===== src/hdl/bsc_pkg.sv =====
package bsc_pkg;

  localparam int unsigned QueueDepth = 2;

  typedef enum logic [1:0] {
    ST_OK       = 2'd0,
    ST_BAD_CHAR = 2'd1,
    ST_BAD_LEN  = 2'd2
  } status_e;

  typedef enum logic [1:0] {
    JOB_ENC = 2'd0,
    JOB_DEC = 2'd1,
    JOB_ERR = 2'd2
  } job_kind_e;

  typedef enum logic [1:0] {
    ALPH_PLUS       = 2'd0,
    ALPH_UNDERSCORE = 2'd1,
    ALPH_HIGH       = 2'd2
  } alphabet_e;

  localparam logic CFG_DIRECTION = 1'b0;
  localparam logic CFG_ALPHABET  = 1'b1;

  localparam logic DIR_ENCODE = 1'b0;
  localparam logic DIR_DECODE = 1'b1;

  typedef struct packed {
    logic [7:0] in_byte;
    logic       in_last;
  } in_item_t;

  typedef struct packed {
    logic [7:0] out_byte;
    logic       out_last;
    status_e    status;
  } out_item_t;

  // Work handed from the front end to the back end: one group or one error
  typedef struct packed {
    job_kind_e   kind;
    logic [23:0] bits;
    logic [1:0]  final_idx;  // index of the last result of this job
    logic [1:0]  npad;       // pad characters at the end of an encoded group
    logic        last;
    status_e     status;
  } job_t;

  typedef struct packed {
    logic direction;
    logic clear;
  } front_cfg_t;

  typedef struct packed {
    logic       ok;
    logic       pad;
    logic [5:0] v;
  } dec_t;

  function automatic logic [7:0] enc_char(logic [5:0] v, logic [1:0] alph);
    logic [7:0] c;
    if (v < 6'd26) begin
      c = 8'h41 + {2'b00, v};
    end else if (v < 6'd52) begin
      c = 8'h61 + {2'b00, v - 6'd26};
    end else if (v < 6'd62) begin
      c = 8'h30 + {2'b00, v - 6'd52};
    end else if (v == 6'd62) begin
      c = (alph == ALPH_UNDERSCORE) ? 8'h5F : (alph == ALPH_HIGH) ? 8'hF8 : 8'h2B;
    end else begin
      c = (alph == ALPH_UNDERSCORE) ? 8'h40 : (alph == ALPH_HIGH) ? 8'hFE : 8'h2F;
    end
    return c;
  endfunction

  function automatic logic [7:0] pad_char(logic [1:0] alph);
    return (alph == ALPH_HIGH) ? 8'h83 : 8'h3D;
  endfunction

  // Accept every alphabet at once; pads decode as zero
  function automatic dec_t dec_char(logic [7:0] c);
    dec_t r;
    r = '0;
    if (c >= 8'h41 && c <= 8'h5A) begin
      r.ok = 1'b1;
      r.v  = 6'(c - 8'h41);
    end else if (c >= 8'h61 && c <= 8'h7A) begin
      r.ok = 1'b1;
      r.v  = 6'(c - 8'h61 + 8'd26);
    end else if (c >= 8'h30 && c <= 8'h39) begin
      r.ok = 1'b1;
      r.v  = 6'(c - 8'h30 + 8'd52);
    end else if (c == 8'h2B || c == 8'h5F || c == 8'hF8) begin
      r.ok = 1'b1;
      r.v  = 6'd62;
    end else if (c == 8'h2F || c == 8'h40 || c == 8'hFE) begin
      r.ok = 1'b1;
      r.v  = 6'd63;
    end else if (c == 8'h3D || c == 8'h83) begin
      r.ok  = 1'b1;
      r.pad = 1'b1;
    end
    return r;
  endfunction

endpackage


===== src/hdl/base64_stream_codec.sv =====
// Streaming base64 codec, one byte or character per request in, one per request out.
// Register 0 picks the direction (0 encode, 1 decode) and clears any partial group;
// register 1 picks the 62/63/pad characters (0 '+' '/' '=', 1 '_' '@' '=', 2 F8 FE 83).
// The front end takes one request per clock while its job queue (QueueDepth groups) has
// room; the back end writes one result per clock into the output register while it is
// empty or being popped, so in encoding the single result port sets the rate at 4
// results per 3 bytes; decoding gives 3 results per 4 characters. A decode error gives
// one result with out_last set and drops input up to the next last flag.
module base64_stream_codec #(
  parameter int unsigned QueueDepth = bsc_pkg::QueueDepth
) (
  input  logic               clk_i,
  input  logic               rst_ni,
  input  logic               push,
  output logic               full,
  input  bsc_pkg::in_item_t  in_i,
  output logic               empty,
  input  logic               pop,
  output bsc_pkg::out_item_t out_o,
  input  logic               cfg_valid_i,
  output logic               cfg_ready_o,
  input  logic               cfg_index_i,
  input  logic [1:0]         cfg_data_i
);

  logic                direction_q, direction_d;
  logic [1:0]          alphabet_q, alphabet_d;
  logic                cfg_we;
  bsc_pkg::front_cfg_t front_cfg;
  logic                accept;
  logic                job_we;
  bsc_pkg::job_t       job_wr, job_rd;
  logic                job_valid, job_rd_en;

  assign cfg_ready_o = 1'b1;
  assign cfg_we      = cfg_valid_i && cfg_ready_o;
  assign accept      = push && !full;

  always_comb begin
    direction_d = direction_q;
    alphabet_d  = alphabet_q;
    if (cfg_we) begin
      unique case (cfg_index_i)
        bsc_pkg::CFG_DIRECTION: direction_d = cfg_data_i[0];
        bsc_pkg::CFG_ALPHABET:  alphabet_d  = cfg_data_i;
        default:                direction_d = direction_q;
      endcase
    end
    front_cfg.direction = direction_q;
    front_cfg.clear     = cfg_we && (cfg_index_i == bsc_pkg::CFG_DIRECTION);
  end

  always_ff @(posedge clk_i or negedge rst_ni) begin
    if (!rst_ni) begin
      direction_q <= bsc_pkg::DIR_ENCODE;
      alphabet_q  <= bsc_pkg::ALPH_PLUS;
    end else begin
      direction_q <= direction_d;
      alphabet_q  <= alphabet_d;
    end
  end

  bsc_front u_front (
    .clk_i    (clk_i),
    .rst_ni   (rst_ni),
    .cfg_i    (front_cfg),
    .accept_i (accept),
    .item_i   (in_i),
    .job_we_o (job_we),
    .job_o    (job_wr)
  );

  bsc_fifo #(
    .Depth (QueueDepth)
  ) u_fifo (
    .clk_i      (clk_i),
    .rst_ni     (rst_ni),
    .wr_en_i    (job_we),
    .wr_data_i  (job_wr),
    .full_o     (full),
    .rd_en_i    (job_rd_en),
    .rd_data_o  (job_rd),
    .rd_valid_o (job_valid)
  );

  bsc_back u_back (
    .clk_i      (clk_i),
    .rst_ni     (rst_ni),
    .alphabet_i (alphabet_q),
    .rd_valid_i (job_valid),
    .rd_data_i  (job_rd),
    .rd_en_o    (job_rd_en),
    .empty_o    (empty),
    .pop_i      (pop),
    .out_o      (out_o)
  );

endmodule


===== src/hdl/bsc_front.sv =====
module bsc_front (
  input  logic                 clk_i,
  input  logic                 rst_ni,
  input  bsc_pkg::front_cfg_t  cfg_i,
  input  logic                 accept_i,
  input  bsc_pkg::in_item_t    item_i,
  output logic                 job_we_o,
  output bsc_pkg::job_t        job_o
);

  logic [1:0]  pos_q, pos_d;
  logic [23:0] held_q, held_d;
  logic [1:0]  pad_q, pad_d;
  logic        discard_q, discard_d;

  logic [23:0]   held_sh;
  bsc_pkg::dec_t dc;
  logic          short_grp;
  logic [1:0]    pads_n;
  logic [23:0]   held_n;

  always_comb begin
    pos_d     = pos_q;
    held_d    = held_q;
    pad_d     = pad_q;
    discard_d = discard_q;
    job_we_o  = 1'b0;
    job_o     = '0;
    held_sh   = {held_q[15:0], item_i.in_byte};
    dc        = bsc_pkg::dec_char(item_i.in_byte);
    short_grp = item_i.in_last && (pos_q != 2'd3);
    pads_n    = pad_q | {(pos_q == 2'd3) && dc.pad, (pos_q == 2'd2) && dc.pad};
    held_n    = {held_q[17:0], dc.v};

    if (cfg_i.clear) begin
      pos_d     = '0;
      held_d    = '0;
      pad_d     = '0;
      discard_d = 1'b0;
    end else if (accept_i) begin
      if (cfg_i.direction == bsc_pkg::DIR_ENCODE) begin
        if (pos_q[1]) begin
          job_we_o        = 1'b1;
          job_o.kind      = bsc_pkg::JOB_ENC;
          job_o.bits      = held_sh;
          job_o.final_idx = 2'd3;
          job_o.last      = item_i.in_last;
          pos_d           = '0;
          held_d          = '0;
        end else if (!item_i.in_last) begin
          pos_d  = pos_q + 2'd1;
          held_d = held_sh;
        end else begin
          // short final group: pad out to four characters
          job_we_o        = 1'b1;
          job_o.kind      = bsc_pkg::JOB_ENC;
          job_o.bits      = (pos_q == 2'd0) ? {item_i.in_byte, 16'h0000}
                                            : {held_q[7:0], item_i.in_byte, 8'h00};
          job_o.npad      = (pos_q == 2'd0) ? 2'd2 : 2'd1;
          job_o.final_idx = 2'd3;
          job_o.last      = 1'b1;
          pos_d           = '0;
          held_d          = '0;
        end
      end else begin
        if (discard_q) begin
          if (item_i.in_last) begin
            discard_d = 1'b0;
          end
        end else if (short_grp || !dc.ok) begin
          job_we_o        = 1'b1;
          job_o.kind      = bsc_pkg::JOB_ERR;
          job_o.status    = short_grp ? bsc_pkg::ST_BAD_LEN : bsc_pkg::ST_BAD_CHAR;
          job_o.last      = 1'b1;
          pos_d           = '0;
          held_d          = '0;
          pad_d           = '0;
          discard_d       = !item_i.in_last;
        end else if (pos_q != 2'd3) begin
          pos_d  = pos_q + 2'd1;
          held_d = held_n;
          pad_d  = pads_n;
        end else begin
          job_we_o        = 1'b1;
          job_o.kind      = bsc_pkg::JOB_DEC;
          job_o.bits      = held_n;
          job_o.final_idx = item_i.in_last
                          ? 2'd2 - {1'b0, pads_n[0]} - {1'b0, pads_n[1]}
                          : 2'd2;
          job_o.last      = item_i.in_last;
          pos_d           = '0;
          held_d          = '0;
          pad_d           = '0;
        end
      end
    end
  end

  always_ff @(posedge clk_i or negedge rst_ni) begin
    if (!rst_ni) begin
      pos_q     <= '0;
      held_q    <= '0;
      pad_q     <= '0;
      discard_q <= 1'b0;
    end else begin
      pos_q     <= pos_d;
      held_q    <= held_d;
      pad_q     <= pad_d;
      discard_q <= discard_d;
    end
  end

  a_discard_at_group_start: assert property (@(posedge clk_i) disable iff (!rst_ni)
    discard_q |-> (pos_q == 2'd0 && pad_q == 2'd0))
    else $error("discard set mid-group");

endmodule


===== src/hdl/bsc_fifo.sv =====
module bsc_fifo #(
  parameter int unsigned Depth = bsc_pkg::QueueDepth
) (
  input  logic          clk_i,
  input  logic          rst_ni,
  input  logic          wr_en_i,
  input  bsc_pkg::job_t wr_data_i,
  output logic          full_o,
  input  logic          rd_en_i,
  output bsc_pkg::job_t rd_data_o,
  output logic          rd_valid_o
);

  localparam int unsigned PtrW = (Depth > 1) ? $clog2(Depth) : 1;
  localparam int unsigned CntW = $clog2(Depth + 1);

  bsc_pkg::job_t mem_q [Depth];
  logic [PtrW-1:0] wr_ptr_q, wr_ptr_d, rd_ptr_q, rd_ptr_d;
  logic [CntW-1:0] count_q, count_d;

  function automatic logic [PtrW-1:0] ptr_next(logic [PtrW-1:0] p);
    return (p == PtrW'(Depth - 1)) ? '0 : p + PtrW'(1);
  endfunction

  assign full_o     = (count_q == CntW'(Depth));
  assign rd_valid_o = (count_q != '0);
  assign rd_data_o  = mem_q[rd_ptr_q];

  always_comb begin
    wr_ptr_d = wr_en_i ? ptr_next(wr_ptr_q) : wr_ptr_q;
    rd_ptr_d = rd_en_i ? ptr_next(rd_ptr_q) : rd_ptr_q;
    count_d  = count_q + CntW'(wr_en_i) - CntW'(rd_en_i);
  end

  always_ff @(posedge clk_i) begin
    if (wr_en_i) begin
      mem_q[wr_ptr_q] <= wr_data_i;
    end
  end

  always_ff @(posedge clk_i or negedge rst_ni) begin
    if (!rst_ni) begin
      wr_ptr_q <= '0;
      rd_ptr_q <= '0;
      count_q  <= '0;
    end else begin
      wr_ptr_q <= wr_ptr_d;
      rd_ptr_q <= rd_ptr_d;
      count_q  <= count_d;
    end
  end

  a_count_bound: assert property (@(posedge clk_i) disable iff (!rst_ni)
    count_q <= CntW'(Depth))
    else $error("queue count overflow");

endmodule


===== src/hdl/bsc_back.sv =====
module bsc_back (
  input  logic               clk_i,
  input  logic               rst_ni,
  input  logic [1:0]         alphabet_i,
  input  logic               rd_valid_i,
  input  bsc_pkg::job_t      rd_data_i,
  output logic               rd_en_o,
  output logic               empty_o,
  input  logic               pop_i,
  output bsc_pkg::out_item_t out_o
);

  logic [1:0]         idx_q, idx_d;
  logic               out_valid_q, out_valid_d;
  bsc_pkg::out_item_t out_q, out_d, res;
  logic               take;
  logic [5:0]         sextet;
  logic               is_pad;

  assign take    = rd_valid_i && (!out_valid_q || pop_i);
  assign empty_o = !out_valid_q;
  assign out_o   = out_q;

  always_comb begin
    unique case (idx_q)
      2'd0:    sextet = rd_data_i.bits[23:18];
      2'd1:    sextet = rd_data_i.bits[17:12];
      2'd2:    sextet = rd_data_i.bits[11:6];
      default: sextet = rd_data_i.bits[5:0];
    endcase
    is_pad = ((idx_q == 2'd3) && (rd_data_i.npad != 2'd0))
          || ((idx_q == 2'd2) && (rd_data_i.npad == 2'd2));

    res = '0;
    unique case (rd_data_i.kind)
      bsc_pkg::JOB_ENC: begin
        res.out_byte = is_pad ? bsc_pkg::pad_char(alphabet_i)
                              : bsc_pkg::enc_char(sextet, alphabet_i);
        res.out_last = rd_data_i.last && (idx_q == rd_data_i.final_idx);
        res.status   = bsc_pkg::ST_OK;
      end
      bsc_pkg::JOB_DEC: begin
        unique case (idx_q)
          2'd0:    res.out_byte = rd_data_i.bits[23:16];
          2'd1:    res.out_byte = rd_data_i.bits[15:8];
          default: res.out_byte = rd_data_i.bits[7:0];
        endcase
        res.out_last = rd_data_i.last && (idx_q == rd_data_i.final_idx);
        res.status   = bsc_pkg::ST_OK;
      end
      bsc_pkg::JOB_ERR: begin
        res.out_byte = 8'h00;
        res.out_last = 1'b1;
        res.status   = rd_data_i.status;
      end
      default: begin
        res = '0;
      end
    endcase
  end

  always_comb begin
    idx_d       = idx_q;
    out_valid_d = out_valid_q;
    out_d       = out_q;
    rd_en_o     = 1'b0;
    if (take) begin
      out_d       = res;
      out_valid_d = 1'b1;
      // retire the job after its final result
      if (idx_q == rd_data_i.final_idx) begin
        rd_en_o = 1'b1;
        idx_d   = '0;
      end else begin
        idx_d = idx_q + 2'd1;
      end
    end else if (pop_i) begin
      out_valid_d = 1'b0;
    end
  end

  always_ff @(posedge clk_i) begin
    out_q <= out_d;
  end

  always_ff @(posedge clk_i or negedge rst_ni) begin
    if (!rst_ni) begin
      idx_q       <= '0;
      out_valid_q <= 1'b0;
    end else begin
      idx_q       <= idx_d;
      out_valid_q <= out_valid_d;
    end
  end

  a_error_is_last: assert property (@(posedge clk_i) disable iff (!rst_ni)
    (out_valid_q && out_q.status != bsc_pkg::ST_OK) |-> out_q.out_last)
    else $error("error result not marked last");

  a_idx_in_job: assert property (@(posedge clk_i) disable iff (!rst_ni)
    rd_valid_i |-> (idx_q <= rd_data_i.final_idx))
    else $error("result index past end of job");

  a_idle_idx: assert property (@(posedge clk_i) disable iff (!rst_ni)
    !rd_valid_i |-> (idx_q == 2'd0))
    else $error("index not reset between jobs");

endmodule


===== config.mk =====
export PLATFORM = sky130hd
export DESIGN_NAME = base64_stream_codec
export DESIGN_NICKNAME = d
export VERILOG_FILES = /design/src/hdl/bsc_pkg.sv /design/src/hdl/base64_stream_codec.sv /design/src/hdl/bsc_front.sv /design/src/hdl/bsc_fifo.sv /design/src/hdl/bsc_back.sv
export SDC_FILE = /design/constraint.sdc
export NUM_CORES = 1
export LEC_CHECK = 0
export ABC_AREA = 0
export BUFFER_PORTS_ARGS = -buffer_cell sky130_fd_sc_hd__buf_2
export CAP_MARGIN = 20
export CORE_ASPECT_RATIO = 1.2
export CORE_UTILIZATION = 40
export CTS_BUF_LIST = sky130_fd_sc_hd__clkbuf_2 sky130_fd_sc_hd__clkbuf_4 sky130_fd_sc_hd__clkbuf_8
export DETAILED_ROUTE_END_ITERATION = 6
export GPL_ROUTABILITY_DRIVEN = 0
export PLACE_DENSITY = 0.57
export SYNTH_ARGS = -nofsm -noshare
export SYNTH_HDL_FRONTEND = slang
export SYNTH_SLANG_ARGS = --single-unit

===== constraint.sdc =====
create_clock -name clk_i -period 9.02 [get_ports clk_i]
set_input_delay 1.353 -clock clk_i [delete_from_list [all_inputs] [get_ports clk_i]]
set_output_delay 1.353 -clock clk_i [all_outputs]
set_load 0.03 [all_outputs]

# Word level (Yosys, flattened, before mapping)
# Memory sizes are Yosys's and may differ from the RTL's.
# Index checks and enable logic that the tools add are counted.
[classes] magnitude_cmp=9 n_mux=96 addsub=18 n_eq_ne=24 n_bitwise=2 reduce_logical=37
[op_table] cell="two-way mux 18 bit" count=8
[op_table] cell="two-way mux 8 bit" count=10
[op_table] cell="two-way mux 33 bit" count=2
[op_table] cell="two-way mux 28 bit" count=2
[op_table] cell="two-way mux 26 bit" count=2
[op_table] cell="two-way mux 2 bit" count=24
[op_table] cell="two-way mux 1 bit" count=36
[op_table] cell="case mux 11 bit (3 select lines)" count=1
[op_table] cell="two-way mux 6 bit" count=5
[op_table] cell="two-way mux 29 bit" count=1
[op_table] cell="two-way mux 27 bit" count=1
[op_table] cell="== test 8 x 6 -> 1 bit (second input constant)" count=3
[op_table] cell="== test 8 bit (second input constant)" count=3
[op_table] cell="two-way mux 24 bit" count=1
[op_table] cell="case mux 6 bit (3 select lines)" count=1
[op_table] cell="subtractor 6 bit (second input constant)" count=3
[op_table] cell="adder 7 x 6 -> 8 bit (first input constant)" count=2
[op_table] cell="== test 2 bit (second input constant)" count=8
[op_table] cell="== test 8 x 7 -> 1 bit (second input constant)" count=2
[op_table] cell=">= comparator 8 x 7 -> 1 bit (second input constant)" count=2
[op_table] cell="<= comparator 8 x 7 -> 1 bit (second input constant)" count=2
[op_table] cell="case mux 8 bit (2 select lines)" count=1
[op_table] cell="logical AND 1 bit" count=12
[op_table] cell="< comparator 6 bit (second input constant)" count=2
[op_table] cell="other kinds (27)" count=52
[word_totals] word_cells=201 out_inout_bits=14 register_bits=44 inputBits=17 ram_bits=66 memories=1
[mem_list] name="u_fifo.mem_q" words=2 word_bits=33 read_ports=1 rd_clocked_by_memory_dff=0 wr=1 line="bsc_fifo.sv:17" rtl="bsc_pkg::job_t mem_q [Depth];"

# Depth between registers and ports, before layout
[logic_depth] depth_word=19 mapped_depth=16 depth_no_buf=13

# By module
# A second synthesis with hierarchy kept.
[hier_totals] hier_cells=653 area_unflattened_um2=7104.3
[modules_own_cells] module="bsc_fifo" instances=1 area_per_inst_um2=2732.6 cells_each=118
[modules_own_cells] module="bsc_front" instances=1 area_per_inst_um2=2571.2 cells_each=319
[modules_own_cells] module="bsc_back" instances=1 area_per_inst_um2=1654.1 cells_each=205
[modules_own_cells] module="base64_stream_codec" instances=1 area_per_inst_um2=146.4 cells_each=11

# Worst setup path before layout
# OpenSTA, ideal clock, no wires.
[synth_path] path_kind="input-to-reg" from="input in_i[3] (netlist bit)" to="memory u_fifo.mem_q[0][0] (netlist bit), enable pin" arrival_time_ps=4804 setup_time_ps=423 setup_slack_ps=3793 n_path_buf=1 stages=10 path_cell_list="clkbuf_1 -> inv_1 -> ha_1 -> a21oi_1 -> a311oi_2 -> o31a_1 -> nand3_1 -> a31o_2 -> a211o_1 -> nor2_1"
[synth_between] elab_chain_cells=17 elab_cells_between_ends=37 cone_classes="order compare (6); eq/ne (8); mux (13); reduce/logical (10)"
[synth_lines] element="start: declaration" line="base64_stream_codec.sv:16" rtl="input bsc_pkg::in_item_t in_i,"
[synth_lines] element="== test 8 x 6 -> 1 bit, or another cell as far along" line="bsc_pkg.sv:100" rtl="end else if (c == 8'h3D || c == 8'h83) begin"
[synth_lines] element="logical OR 1 bit (on tied branches)" line="bsc_pkg.sv:100, bsc_pkg.sv:97"
[synth_lines] element="two-way mux 2 bit / logical OR 1 bit (equally long branches)" line="bsc_pkg.sv:100, bsc_pkg.sv:97"
[synth_lines] element="two-way mux 1 bit" line="bsc_pkg.sv:97" rtl="end else if (c == 8'h2F || c == 8'h40 || c == 8'hFE) begin"
[synth_lines] element="two-way mux 1 bit" line="bsc_pkg.sv:94" rtl="end else if (c == 8'h2B || c == 8'h5F || c == 8'hF8) begin"
[synth_lines] element="two-way mux 1 bit" line="bsc_pkg.sv:91" rtl="end else if (c >= 8'h30 && c <= 8'h39) begin"
[synth_lines] element="two-way mux 1 bit" line="bsc_pkg.sv:88" rtl="end else if (c >= 8'h61 && c <= 8'h7A) begin"
[synth_lines] element="two-way mux 1 bit (*)" line="bsc_pkg.sv:85" rtl="if (c >= 8'h41 && c <= 8'h5A) begin"
[synth_lines] element="logical NOT 1 bit (*)" line="bsc_front.sv:70" rtl="end else if (short_grp || !dc.ok) begin"
[synth_lines] element="logical OR 1 bit (*)" line="bsc_front.sv:70"
[synth_lines] element="two-way mux 1 bit (*)" line="bsc_front.sv:70"
[synth_lines] element="two-way mux 1 bit (*)" line="bsc_front.sv:66" rtl="if (discard_q) begin"
[synth_lines] element="two-way mux 1 bit (*)" line="bsc_front.sv:41" rtl="if (cfg_i.direction == bsc_pkg::DIR_ENCODE) begin"
[synth_lines] element="two-way mux 1 bit (*)" line="bsc_front.sv:40" rtl="end else if (accept_i) begin"
[synth_lines] element="two-way mux 1 bit (*)" line="bsc_front.sv:35" rtl="if (cfg_i.clear) begin"
[synth_lines] element="two-way mux 1 bit (*)" line="bsc_fifo.sv:36" rtl="if (wr_en_i) begin"
[synth_lines] element="two-way mux 1 bit (implied by the code) (*)" line="bsc_fifo.sv:37" rtl="mem_q[wr_ptr_q] <= wr_data_i;"
[synth_lines] element="end: declaration" line="bsc_fifo.sv:17"
# Mark *: on every way between the ends. The rest lies on a longest branch, timed or not.

# Worst setup path after layout
[layout_path] from="input in_i[3] (netlist bit)" to="register u_fifo.count_q[1]"
[layout_between] elab_chain_cells=17 elab_cells_between_ends=37 cone_classes="add/sub (2); order compare (6); eq/ne (8); mux (11); reduce/logical (10)"
[layout_lines] element="== test 8 x 6 -> 1 bit, or another cell as far along" line="bsc_pkg.sv:100"
[layout_lines] element="logical OR 1 bit (on tied branches)" line="bsc_pkg.sv:100, bsc_pkg.sv:97"
[layout_lines] element="two-way mux 2 bit / logical OR 1 bit (equally long branches)" line="bsc_pkg.sv:100, bsc_pkg.sv:97"
[layout_lines] element="two-way mux 1 bit" line="bsc_pkg.sv:97"
[layout_lines] element="two-way mux 1 bit" line="bsc_pkg.sv:94"
[layout_lines] element="two-way mux 1 bit" line="bsc_pkg.sv:91"
[layout_lines] element="two-way mux 1 bit" line="bsc_pkg.sv:88"
[layout_lines] element="two-way mux 1 bit (*)" line="bsc_pkg.sv:85"
[layout_lines] element="[2 not listed]"
[layout_lines] element="two-way mux 1 bit (*)" line="bsc_front.sv:70"
[layout_lines] element="two-way mux 1 bit (*)" line="bsc_front.sv:66"
[layout_lines] element="two-way mux 1 bit (*)" line="bsc_front.sv:41"
[layout_lines] element="two-way mux 1 bit (*)" line="bsc_front.sv:40"
[layout_lines] element="two-way mux 1 bit (*)" line="bsc_front.sv:35"
[layout_lines] element="adder 2 x 1 -> 2 bit (*)" line="bsc_fifo.sv:32" rtl="count_d = count_q + CntW'(wr_en_i) - CntW'(rd_en_i);"
[layout_lines] element="subtractor 2 x 1 -> 2 bit (*)" line="bsc_fifo.sv:32"
[layout_lines] element="net u_fifo.count_d[1]" line="bsc_fifo.sv:19" rtl="logic [CntW-1:0] count_q, count_d;"
[layout_lines] element="end signal: assignment" line="bsc_fifo.sv:49" rtl="count_q <= count_d;"
[layout_lines] element="end: declaration" line="bsc_fifo.sv:19"
# Mark *: on every way through the listed nets, which the timed path passes. The rest lies on a longest branch.
# A chain may end at the register's enable or synchronous reset.

==> metrics.cfg <==
[status]
status=finished, final reports clean

[cts]
clk_path_buf_depth=2
cts_root_buf=clkbuf_8
cts_tree=yes
holdBufCountCts=0
post_cts_buffers=0
clk_pin_slew_worst_paths_ps=100
insertion_delay_ps=380
cts_made_buffers=9
h-tree-depth=3
cts_resized=0
numClockSinks=110

[synthesis]
synth_commonest_cells=107 x nor2_1, 77 x edfxtp_1, 40 x nand2_1
ys_seq_area_share_pct=43.6
synth.most_common_cell=nor2_1
yosysTopAreaCell=edfxtp_1
synth_area_sq_um=7190
ys_async_sr_fraction_pct=30.0
ys_ff_latch=110
syn-instance-count=707
synth_edf_count=77
synth_fp_nets=760
synth_warnings=0
synth_ff_type=edfxtp_1
avgSynthCellArea_sq_um=10.2
ys_types=83
synth_top_area_share_pct=32.2
synthTopCellsByArea=edfxtp_1 32%, dfrtp_1 11%, ha_1 6.3%

[final_layout]
diodes=0
multi_input_area_sq_um=3720
nFillCells=1658
fin_area_sq_um=7710
ff_latch_area_sq_um=3140
drive_gt1_share_pct=13.7
syn2layout_area_growth_pct=7.24
finalNetCount=764
final_util_pct=43.9

[place]
hpwl_mm=13.5
placed_cell_area_sq_um=7450
place.port_buffers=29

[global_route]
gr-total-overflow=0
grt_use_met2_pct=35.4
grt_pass1_wl_mm=29.7
grt_pass1_vias=5497
gr-max-usage-layer=met2
antenna_found_initial=0
grt.met3_usage_pct=2.33
grt_max_degree=55
track_usage_pct=20.2
use_met1_pct=25.2

[floorplan]
die_h_um=149
core_sq_um=17600
rows=53
die_area_sq_um=18500
io-pin-count=31
start_util_pct=40.9
die_w_um=124

[worst_setup_path]
setup.worst_path.end_class=register
cp.required_ps=9330
critPathLaunchType=input port
cp.arrival_ps=4590
crit_fanout=15
crit_type=input port to register

[timing]
rsz0062_at_grt=false
skew_ps=18.3
hold_viol_final=0
tightest_slew_ps=1110
period_share_pct=47.4
setup_viol=0
clock.fmax_mhz=234
finalSetupTns_ps=0
slew_violations=0
finalCriticalPeriod_ps=4270
relSlewSlack_pct=25.7

[job]
cap_violations=0

[routing]
drc=0
wl_per_cell_um=19.6
vias_per_cell=6.03
ant_nets=0
drt_iter0_markers=399
dr.pass1.iters=5
drt_wl_total_mm=18.3
vias=5644

[pwr]
peakVddDrop_mv=0.119
p_per_area_nw_per_um2=331
leakagePower_nw=2.96

[worst_hold_path]
worst_hold_path_type=register to register

-- worst paths after layout --
| path | from | end | slack [ps] | cells past startpoint |
|---|---|---|---|---|
| worst min-delay path | u_front.pad_q[1]$_DFFE_PN0P_ | u_front.pad_q[1]$_DFFE_PN0P_ | 510 | 1 |
| worst max register to register | u_fifo.rd_ptr_q$_DFFE_PN0P_ | u_back.out_o[8]$_DFFE_PP_ | 4970 | 14 |
| worst min register to register | u_front.pad_q[1]$_DFFE_PN0P_ | u_front.pad_q[1]$_DFFE_PN0P_ | 510 | 1 |
| worst max-delay path | in_i[3] | u_fifo.count_q[1]$_DFF_PN0_ | 4750 | 14 |
| max in group asynchronous | rst_ni | u_back.idx_q[0]$_DFFE_PN0P_ | 7420 | 1 |
| min in group asynchronous | rst_ni | u_front.held_q[9]$_DFFE_PN0P_ | 1050 | 1 |
-- per-layer routing --
layer / part of all wire (%) / up-vias
li1: - / 2666
met4: 2.6 / 0
met5: 0 / -
met2: 51 / 183
met3: 3.8 / 34
met1: 43 / 2761
-- kinds of logic (layout without fill, tap and decap cells) --
group | Yosys count | after routing | share of synthesized area (%)
xor gates and xnor gates | 18 | 18 | 2.19
adders and majority gates | 36 | 36 | 6.27
and+or+nand+nor | 217 | 217 | 14.0
AOI/OAI and AO/OA | 194 | 194 | 20.8
buffers and inverters | 76 | 85 | 4.77
DFF | 110 | 110 | 43.6
muxes | 55 | 55 | 8.27
other | 1 | 1 | 0.0522
-- cell type report --
class | count | share of cell area, %
tap | 220 | 3.57
clock inverter | 6 | 1.41
sequential | 110 | 40.7
clock buffer | 10 | 1.79
inverter | 32 | 1.56
multi-input combinational | 521 | 48.2
timing repair buffer | 37 | 2.76
-- through the flow --
stage	power (mW)	hold slack [ps]	std cells	worst slack, ps
2_1_floorplan	1.87	454	707	3790
3_3_place_gp	2.16	489	919	4510
3_5_place_dp	2.19	487	919	4380
4_1_cts	2.55	512	935	4800
5_1_grt	2.73	532	936	4560
6_report	2.55	512	936	4750
-- critical path, stage by stage --
cell and delay (ps):
buf_2 210, inv_1 190, ha_1 260, a21oi_1 130
a311oi_2 450, o31a_1 280, nand3_1 210, a31o_2 310
a211o_1 370, ha_1 310, inv_1 40, ha_1 180
xnor2_1 170, xnor2_1 130
-- report_power, final --
part / switching (mW) / total, mW / leakage (nW) / internal [mW]
registers: 0.0824 / 0.767 / 1.14 / 0.684
logic: 0.903 / 1.43 / 1.70 / 0.528
clock network: 0.163 / 0.354 / 0.116 / 0.191
-- state kept, by name, indices dropped and copies added (netlist names) --
name                flops
alphabet_q              2
direction_q             1
u_back.idx_q            2
u_back.out_o           11
u_back.out_valid_q      1
u_fifo.count_q          2
u_fifo.mem_q           66
u_fifo.rd_ptr_q         1
u_fifo.wr_ptr_q         1
u_front.discard_q       1
u_front.held_q         18
u_front.pad_q           2
u_front.pos_q           2
-- cell usage in the layout (no fill, tap or decap), drive strengths merged, types with 4 or more instances in the layout --
master	Yosys	layout
and2	9	9
nand2	40	40
mux2i	26	26
nand2b	6	6
xnor2	14	14
a41oi	5	5
a22oi	19	19
dfrtp	33	33
a21oi	37	37
mux2	29	29
o211a	5	5
nand3	8	8
nand4	4	4
nor2b	7	7
clkbuf	24	10
a31oi	26	26
o21ai	15	15
xor2	4	4
and3	7	7
o211ai	6	6
nor3	8	8
o41ai	4	4
a32oi	6	6
a211oi	10	10
inv	31	31
ha	36	36
nor2	107	107
a221oi	20	20
edfxtp	77	77
buf	20	37
o22ai	7	7
nor4	5	5
No activity file was read; power rests on OpenSTA's default activity.
